===== src/hdl/sdspi_pkg.sv =====
// ----------------------------------------------------------------------------
// sdspi_pkg
// Types, constants and command byte table for the SD card SPI-mode
// start-up sequencer.
// ----------------------------------------------------------------------------
package sdspi_pkg;

  localparam int unsigned CmdLen    = 6;
  localparam int unsigned Cmd55Tail = 4;

  localparam logic [7:0] IdleByte    = 8'hFF;
  localparam logic [7:0] R1Idle      = 8'h01;
  localparam logic [7:0] R1Ok        = 8'h00;

  localparam logic [7:0] SyncCountRst = 8'd12;
  localparam logic [4:0] RespWinRst   = 5'd6;
  localparam logic [7:0] AcmdArgRst   = 8'h40;
  localparam logic [7:0] Cmd58ExpRst  = 8'h01;

  typedef enum logic [1:0] {
    CFG_SYNC_COUNT = 2'd0,
    CFG_RESP_WIN   = 2'd1,
    CFG_ACMD_ARG   = 2'd2,
    CFG_CMD58_EXP  = 2'd3
  } cfg_idx_e;

  // one-hot sequencer phase
  typedef enum logic [6:0] {
    PH_SYNC   = 7'b000_0001,
    PH_CMD0   = 7'b000_0010,
    PH_CMD8   = 7'b000_0100,
    PH_CMD55  = 7'b000_1000,
    PH_ACMD41 = 7'b001_0000,
    PH_CMD58  = 7'b010_0000,
    PH_READY  = 7'b100_0000
  } phase_e;

  localparam logic [2:0] PhCodeSync   = 3'd0;
  localparam logic [2:0] PhCodeCmd0   = 3'd1;
  localparam logic [2:0] PhCodeCmd8   = 3'd2;
  localparam logic [2:0] PhCodeCmd55  = 3'd3;
  localparam logic [2:0] PhCodeAcmd41 = 3'd4;
  localparam logic [2:0] PhCodeCmd58  = 3'd5;
  localparam logic [2:0] PhCodeReady  = 3'd6;

  typedef struct packed {
    logic       card_ready;
    logic [2:0] init_phase;
    logic       chip_select_high;
    logic [7:0] tx_byte;
  } result_t;

  function automatic logic [2:0] phase_code(input phase_e ph);
    logic [2:0] code;
    unique case (ph)
      PH_SYNC:   code = PhCodeSync;
      PH_CMD0:   code = PhCodeCmd0;
      PH_CMD8:   code = PhCodeCmd8;
      PH_CMD55:  code = PhCodeCmd55;
      PH_ACMD41: code = PhCodeAcmd41;
      PH_CMD58:  code = PhCodeCmd58;
      default:   code = PhCodeReady;
    endcase
    return code;
  endfunction

  // command frame bytes, position 0..5
  function automatic logic [7:0] cmd_byte(input phase_e ph, input logic [2:0] pos,
                                          input logic [7:0] acmd_arg);
    logic [7:0] b;
    b = 8'h00;
    unique case (ph)
      PH_CMD0: begin
        if (pos == 3'd0) b = 8'h40;
        else if (pos == 3'd5) b = 8'h95;
      end
      PH_CMD8: begin
        if (pos == 3'd0) b = 8'h48;
        else if (pos == 3'd3) b = 8'h01;
        else if (pos == 3'd4) b = 8'hAA;
        else if (pos == 3'd5) b = 8'h87;
      end
      PH_CMD55: begin
        if (pos == 3'd0) b = 8'h77;
        else if (pos == 3'd5) b = 8'h01;
      end
      PH_ACMD41: begin
        if (pos == 3'd0) b = 8'h69;
        else if (pos == 3'd1) b = acmd_arg;
        else if (pos == 3'd5) b = 8'h01;
      end
      PH_CMD58: begin
        if (pos == 3'd0) b = 8'h7A;
        else if (pos == 3'd5) b = 8'h01;
      end
      default: b = IdleByte;
    endcase
    return b;
  endfunction

endpackage


===== src/hdl/sd_spi_init_sequencer.sv =====
// ----------------------------------------------------------------------------
// sd_spi_init_sequencer
// SD card SPI-mode start-up sequencer, one byte exchange per stream item.
// ----------------------------------------------------------------------------
// Each input item is a start (tuser 0) or a completed byte exchange (tuser 1,
// received byte in tdata); each produces exactly one result with the next
// byte to send, chip-select level, phase code and ready flag. The block takes
// one item per clock: the state update and the result are computed
// combinationally and land in a two-entry output buffer, so input is stalled
// only when both entries hold results the sink has not taken. Configuration
// writes are always accepted (cfg_ready_o tied high) and take effect at once.
module sd_spi_init_sequencer
  import sdspi_pkg::*;
(
  input  logic        clk_i,
  input  logic        rst_ni,
  // config write channel
  input  logic        cfg_valid_i,
  output logic        cfg_ready_o,
  input  logic [1:0]  cfg_index_i,
  input  logic [7:0]  cfg_data_i,
  // input stream
  input  logic        s_axis_tvalid,
  output logic        s_axis_tready,
  input  logic [7:0]  s_axis_tdata,   // [7:0] rx_byte
  input  logic        s_axis_tuser,   // [0] operation
  // result stream
  output logic        m_axis_tvalid,
  input  logic        m_axis_tready,
  output logic [15:0] m_axis_tdata    // [7:0] tx_byte, [8] chip_select_high,
                                      // [11:9] init_phase, [12] card_ready
);

  logic [7:0] sync_cnt_q;
  logic [4:0] resp_win_q;
  logic [7:0] acmd_arg_q;
  logic [7:0] cmd58_exp_q;

  phase_e     phase_q, phase_d;
  logic [7:0] pos_q, pos_d;
  logic       matched_q, matched_d;

  result_t    head_q, skid_q, res_d;
  logic       head_vld_q, skid_vld_q;

  logic       in_xfer, out_xfer;

  assign cfg_ready_o   = 1'b1;
  assign s_axis_tready = ~skid_vld_q;
  assign in_xfer       = s_axis_tvalid & s_axis_tready;
  assign out_xfer      = head_vld_q & m_axis_tready;
  assign m_axis_tvalid = head_vld_q;
  assign m_axis_tdata  = {3'b000, head_q};

  always_ff @(posedge clk_i or negedge rst_ni) begin
    if (!rst_ni) begin
      sync_cnt_q  <= SyncCountRst;
      resp_win_q  <= RespWinRst;
      acmd_arg_q  <= AcmdArgRst;
      cmd58_exp_q <= Cmd58ExpRst;
    end else if (cfg_valid_i) begin
      unique case (cfg_idx_e'(cfg_index_i))
        CFG_SYNC_COUNT: sync_cnt_q  <= cfg_data_i;
        CFG_RESP_WIN:   resp_win_q  <= cfg_data_i[4:0];
        CFG_ACMD_ARG:   acmd_arg_q  <= cfg_data_i;
        CFG_CMD58_EXP:  cmd58_exp_q <= cfg_data_i;
        default: ;
      endcase
    end
  end

  // next sequencer state
  logic [8:0] pos_inc;
  logic [7:0] sync_lim;
  logic [4:0] win;
  logic [5:0] cmd_lim;
  logic [7:0] wanted;
  logic       cmd_phase;
  logic       hit;

  always_comb begin
    pos_inc   = {1'b0, pos_q} + 9'd1;
    sync_lim  = (sync_cnt_q == 8'd0) ? 8'd1 : sync_cnt_q;
    win       = (resp_win_q == 5'd0) ? 5'd1 : resp_win_q;
    cmd_lim   = 6'(CmdLen) + {1'b0, win};
    cmd_phase = (phase_q == PH_CMD0) || (phase_q == PH_CMD8) ||
                (phase_q == PH_ACMD41) || (phase_q == PH_CMD58);
    wanted    = (phase_q == PH_ACMD41) ? R1Ok :
                (phase_q == PH_CMD58) ? cmd58_exp_q : R1Idle;
    hit       = (pos_q >= 8'(CmdLen)) && (s_axis_tdata == wanted);

    phase_d   = phase_q;
    pos_d     = pos_inc[7:0];
    matched_d = matched_q;

    if (!s_axis_tuser) begin
      phase_d   = PH_SYNC;
      pos_d     = 8'd0;
      matched_d = 1'b0;
    end else if (phase_q == PH_SYNC) begin
      if (pos_inc >= {1'b0, sync_lim}) begin
        phase_d = PH_CMD0;
        pos_d   = 8'd0;
      end
    end else if (phase_q == PH_CMD55) begin
      if (pos_inc >= 9'(CmdLen + Cmd55Tail)) begin
        phase_d = PH_ACMD41;
        pos_d   = 8'd0;
      end
    end else if (cmd_phase) begin
      matched_d = matched_q | hit;
      if (pos_inc >= {3'b000, cmd_lim}) begin
        pos_d     = 8'd0;
        matched_d = 1'b0;
        if (matched_q | hit) begin
          unique case (phase_q)
            PH_CMD0:   phase_d = PH_CMD8;
            PH_CMD8:   phase_d = PH_CMD55;
            PH_ACMD41: phase_d = PH_CMD58;
            default:   phase_d = PH_READY;
          endcase
        end else if (phase_q == PH_ACMD41) begin
          phase_d = PH_CMD55;
        end
      end
    end else begin
      phase_d   = PH_READY;
      pos_d     = 8'd0;
      matched_d = 1'b0;
    end

    res_d.tx_byte          = (pos_d < 8'(CmdLen))
                             ? cmd_byte(phase_d, pos_d[2:0], acmd_arg_q) : IdleByte;
    res_d.chip_select_high = (phase_d == PH_SYNC);
    res_d.init_phase       = phase_code(phase_d);
    res_d.card_ready       = (phase_d == PH_READY);
  end

  always_ff @(posedge clk_i or negedge rst_ni) begin
    if (!rst_ni) begin
      phase_q   <= PH_SYNC;
      pos_q     <= 8'd0;
      matched_q <= 1'b0;
    end else if (in_xfer) begin
      phase_q   <= phase_d;
      pos_q     <= pos_d;
      matched_q <= matched_d;
    end
  end

  // two-entry result buffer: head drives the port, skid catches a result
  // produced while head is stalled
  always_ff @(posedge clk_i or negedge rst_ni) begin
    if (!rst_ni) begin
      head_vld_q <= 1'b0;
      skid_vld_q <= 1'b0;
    end else begin
      if (skid_vld_q) begin
        if (out_xfer) begin
          head_vld_q <= 1'b1;
          skid_vld_q <= 1'b0;
        end
      end else if (head_vld_q) begin
        if (in_xfer && !out_xfer) begin
          skid_vld_q <= 1'b1;
        end else if (!in_xfer && out_xfer) begin
          head_vld_q <= 1'b0;
        end
      end else if (in_xfer) begin
        head_vld_q <= 1'b1;
      end
    end
  end

  always_ff @(posedge clk_i) begin
    if (skid_vld_q) begin
      if (out_xfer) head_q <= skid_q;
    end else if (in_xfer) begin
      if (!head_vld_q || out_xfer) head_q <= res_d;
      else                         skid_q <= res_d;
    end
  end

endmodule

===== config.mk =====
export PLATFORM = sky130hd
export DESIGN_NAME = sd_spi_init_sequencer
export DESIGN_NICKNAME = d
export VERILOG_FILES = /design/src/hdl/sdspi_pkg.sv /design/src/hdl/sd_spi_init_sequencer.sv
export SDC_FILE = /design/constraint.sdc
export NUM_CORES = 1
export LEC_CHECK = 0
export ABC_AREA = 1
export CORE_MARGIN = 2
export CORE_UTILIZATION = 54
export DETAILED_ROUTE_END_ITERATION = 6
export DONT_BUFFER_PORTS = 1
export GPL_ROUTABILITY_DRIVEN = 0
export PLACE_DENSITY_LB_ADDON = 0.3
export SKIP_LAST_GASP = 1
export SLEW_MARGIN = 20
export SYNTH_ARGS = -nofsm -noshare
export SYNTH_HDL_FRONTEND = slang
export SYNTH_SLANG_ARGS = --single-unit

===== constraint.sdc =====
create_clock -name clk_i -period 3.5 [get_ports clk_i]
set_input_delay 1.05 -clock clk_i [delete_from_list [all_inputs] [get_ports clk_i]]
set_output_delay 1.05 -clock clk_i [all_outputs]
set_load 0.02 [all_outputs]

==> impl_results.md <==
- Status: finished clean
- CTS HTree Levels: 3
- Clock group share of total power: 24.3%
- Slowest-stage cell, CP: dfrtp_2
- Worst path most repeated cell: nand2_1
- Post-Syn Area: 4490 um^2
- Reg2Reg Depth: 24
- Commonest non-fill, non-tap cell in the layout: nand2_1
- Xor/xnor cell area share of the yosys netlist: 1.34%
- First-pass GRT wire length: 17000 um
- Inserted Clock Buffers: 9
- Post-Syn Area per Cell: 7.61 um^2
- Reg power frac: 42.4%
- Slew margin rel.: 31.6%
- Post-Layout Cell Count: 712
- Leakage: 2.41 nW
- Clock Skew: 0.0113 ns
- Insertion delay to the later sink of the worst-skew pair: 0.36 ns
- 1st-pass router iterations: 5
- Total of max-cap violations: 0
- PwrDens: 643 nW/um^2
- Fmax: 0.303 GHz
- NetSw: 1.28 mW
- Complex-gate fraction of the synthesized area: 10.5%
- Clk root buf: clkbuf_8
- Req. time, crit path: 3.61 ns
- Main combinational cell family by area after synthesis: simple AND/OR/NAND/NOR gates
- Cell Rows: 33
- Pre-CTS WS: -0.0272 ns
- DR vias/cell: 5.46
- Netlist cell types: 43
- Synthesized flop and latch total: 73
- Via count of the first global-routing pass: 3575
- Int Power: 1.97 mW
- Setup crit end kind: flip-flop
- Slew @ Worst Pin: 1.02 ns
- Cell count after placement: 692
- Ys Warns: 0
- Mux share of post-synthesis cell area: 0%
- Core area: 8130 um^2
- Vias: 3890
- Worst Setup EP: m_axis_tdata[4]
- DR iter-0 viols: 433
- Max-slew violation count: 0
- Nets: 644
- WS Path Type: reg -> reg
- FF-to-FF Start: pos_q[0]
- Initial core utilization: 55.2%
- Ant. Diodes: 0
- Arrival @ worst endpoint: 3.41 ns
- Final worst-path setup slack: 0.203 ns
- Final core occ: 62.1%
- Total power: 3.25 mW
- Synth area leaders: dfrtp_1 22%, edfxtp_1 17%, nand2_1 14%
- Final hold vios: 0
- Die Ht: 95.2 um
- Share of cells above drive strength 1: 15.3%
- Top cell type's share of synthesized area: 22.3%
- Most frequent cells in the layout: 163 x nand2_1, 76 x inv_1, 48 x o21ai_0
- Area growth from synthesis to layout: 12.4%
- Total Wirelength: 10700 um
- Synth Instances: 590
- DIE AREA: 9060 um^2
- Switch share: 39.3%
- Sink Count: 73
- DIE WIDTH: 95.2 um
- Tot GR Track Use: 24.5%
- Flop-to-flop setup slack: 0.20 ns
- Worst setup path startpoint: pos_q[0]
- Grt ovf: 0
- Tcrit/Tclk final: 94.2%
- HPWL Detailed: 7720 um
- Initial antenna violation count: 0
- DR DRC count: 0
- Total negative setup slack: 0 ns
- Final Setup Violations: 0
- Synth area leader: dfrtp_1
- HP Class: in -> async
- Simple-gate share of the synthesized area: 30.3%
- CTS tree: built
- Clock-pin slew on the worst setup and hold paths: 0.08 ns
- Slowest stage delay, CP: 0.46 ns
- Adder-cell share of the synthesized area: 5.02%
- Register area share after synthesis: 43.8%
- Post-DRT Antenna Nets: 0
- Combinational fraction of design power: 33.3%
- Crit path launch type: flip-flop
- Clock Path Buffers: 2
- Peak supply drop: 292 uV
- Wire length per cell: 15.0 um
- Worst-path fanout max: 5
- Largest net degree at the start of global routing: 48
- I/O Pins: 43
- Buffers on Ports: 0
- Worst-path cell chain: buf_6 -> nand3_4 -> xor2_2 -> inv_1 -> ha_1 -> nand2_1 -> a21oi_2 -> nor2_2 -> nor2_1 -> nor2_1 -> nand3_2 -> nand2_1 -> nand2_2 -> inv_1 -> nand2_4 -> nor2_2 -> nand2_1 -> nand3_2 -> inv_2 -> nand2_1 -> nor2_4 -> nand3_2 -> nand2_1 -> nand2_1
- Min Tclk post-route: 3.30 ns
- R2r endpoint: m_axis_tdata[4]
## metal layers
metal / global-route usage, % / share of wire (%) / wire length [um] / vias to the layer above
met5: 0 / 0 / 0 / -
met4: 8.70 / 1.9 / 207 / 0
met3: 3.95 / 5.0 / 538 / 20
met2: 40.4 / 49 / 5210 / 145
met1: 32.7 / 44 / 4720 / 1794
li1: - / - / - / 1931
## worst max-delay path: cells and delay by family, from the launching register on
kind	cells	cell delay (ns)
compound gates	1	0.14
xor+xnor	1	0.21
fa+ha+maj	1	0.31
buf+inv	4	0.42
flops	1	0.46
simple gates	17	1.52
## per-stage QoR
| stage | cell area (um^2) | hold WS (ns) |
|---|---|---|
| 6_report | 5050 | 0.380 |
| 2_1_floorplan | 4500 | 0.447 |
| 5_1_grt | 5050 | 0.365 |
| 3_3_place_gp | 4620 | 0.467 |
| 3_5_place_dp | 4620 | 0.467 |
| 4_1_cts | 4860 | 0.371 |
## timing repair
action | in CTS | in global routing
endpoints found under the setup margin | 3 | 16
hold buffers | 0 | 0
setup buffers | 0 | 4
pin swaps | 0 | 4
gates resized for setup | 2 | 35
## power by group through the flow
stage               Clock [mW]  Sequential (mW)  Combinational [mW]
global placement             0             1.37               0.945
detailed placement           0             1.38               0.985
global route             0.835             1.40                1.23
CTS                      0.799             1.37                1.00
finish                   0.789             1.38                1.08
floorplan                    0             1.32               0.761
## layout make-up
| type | instances | area, um^2 |
|---|---|---|
| Clock buffer | 10 | 128 |
| Clock inverter | 6 | 106 |
| Fill cell | 701 | 3090 |
| Inverter | 85 | 319 |
| Multi-Input combinational cell | 419 | 2280 |
| Sequential cell | 73 | 1970 |
| Tap cell | 105 | 131 |
| Timing Repair Buffer | 14 | 109 |
## flip-flops by register name (all words and copies together) (netlist names)
register	count
matched_q	1
resp_win_q	5
pos_q	8
cmd58_exp_q	8
m_axis_tvalid	1
skid_q	13
acmd_arg_q	8
phase_q	7
m_axis_tdata	13
sync_cnt_q	8
skid_vld_q	1
## cells by family after synthesis
logic type               after synthesis
adder cells (fa/ha/maj)               18
flip-flops                            73
XOR/XNOR                               6
other                                  2
AND/OR/NAND/NOR                      305
AO/OA/AOI/OAI                         86
buffers and inverters                100
## cells in the mapped netlist, drive strengths merged
master / count
clkinv: 3
nand3b: 6
a31o: 1
o21ai: 52
o22ai: 4
edfxtp: 26
conb: 2
buf: 7
a31oi: 2
nor4: 3
a21o: 1
nor3: 2
nand3: 48
a41o: 1
o21bai: 1
nand4: 11
o41ai: 1
nand2: 172
or2: 2
dfstp: 7
ha: 18
xor2: 5
xnor2: 1
o211ai: 1
nor3b: 1
a21boi: 2
dfrtp: 40
nor2: 60
clkbuf: 8
inv: 82
a21oi: 20
## how the worst min path moves through the flow
stage                     end  slack (ns)
3_3_place_gp    acmd_arg_q[0]        0.47
6_report             pos_q[3]        0.38
5_1_grt              pos_q[3]        0.37
4_1_cts        cmd58_exp_q[6]        0.37
3_5_place_dp   cmd58_exp_q[2]        0.47
2_1_floorplan  cmd58_exp_q[2]        0.45
Power figures use the tool's default switching activity.
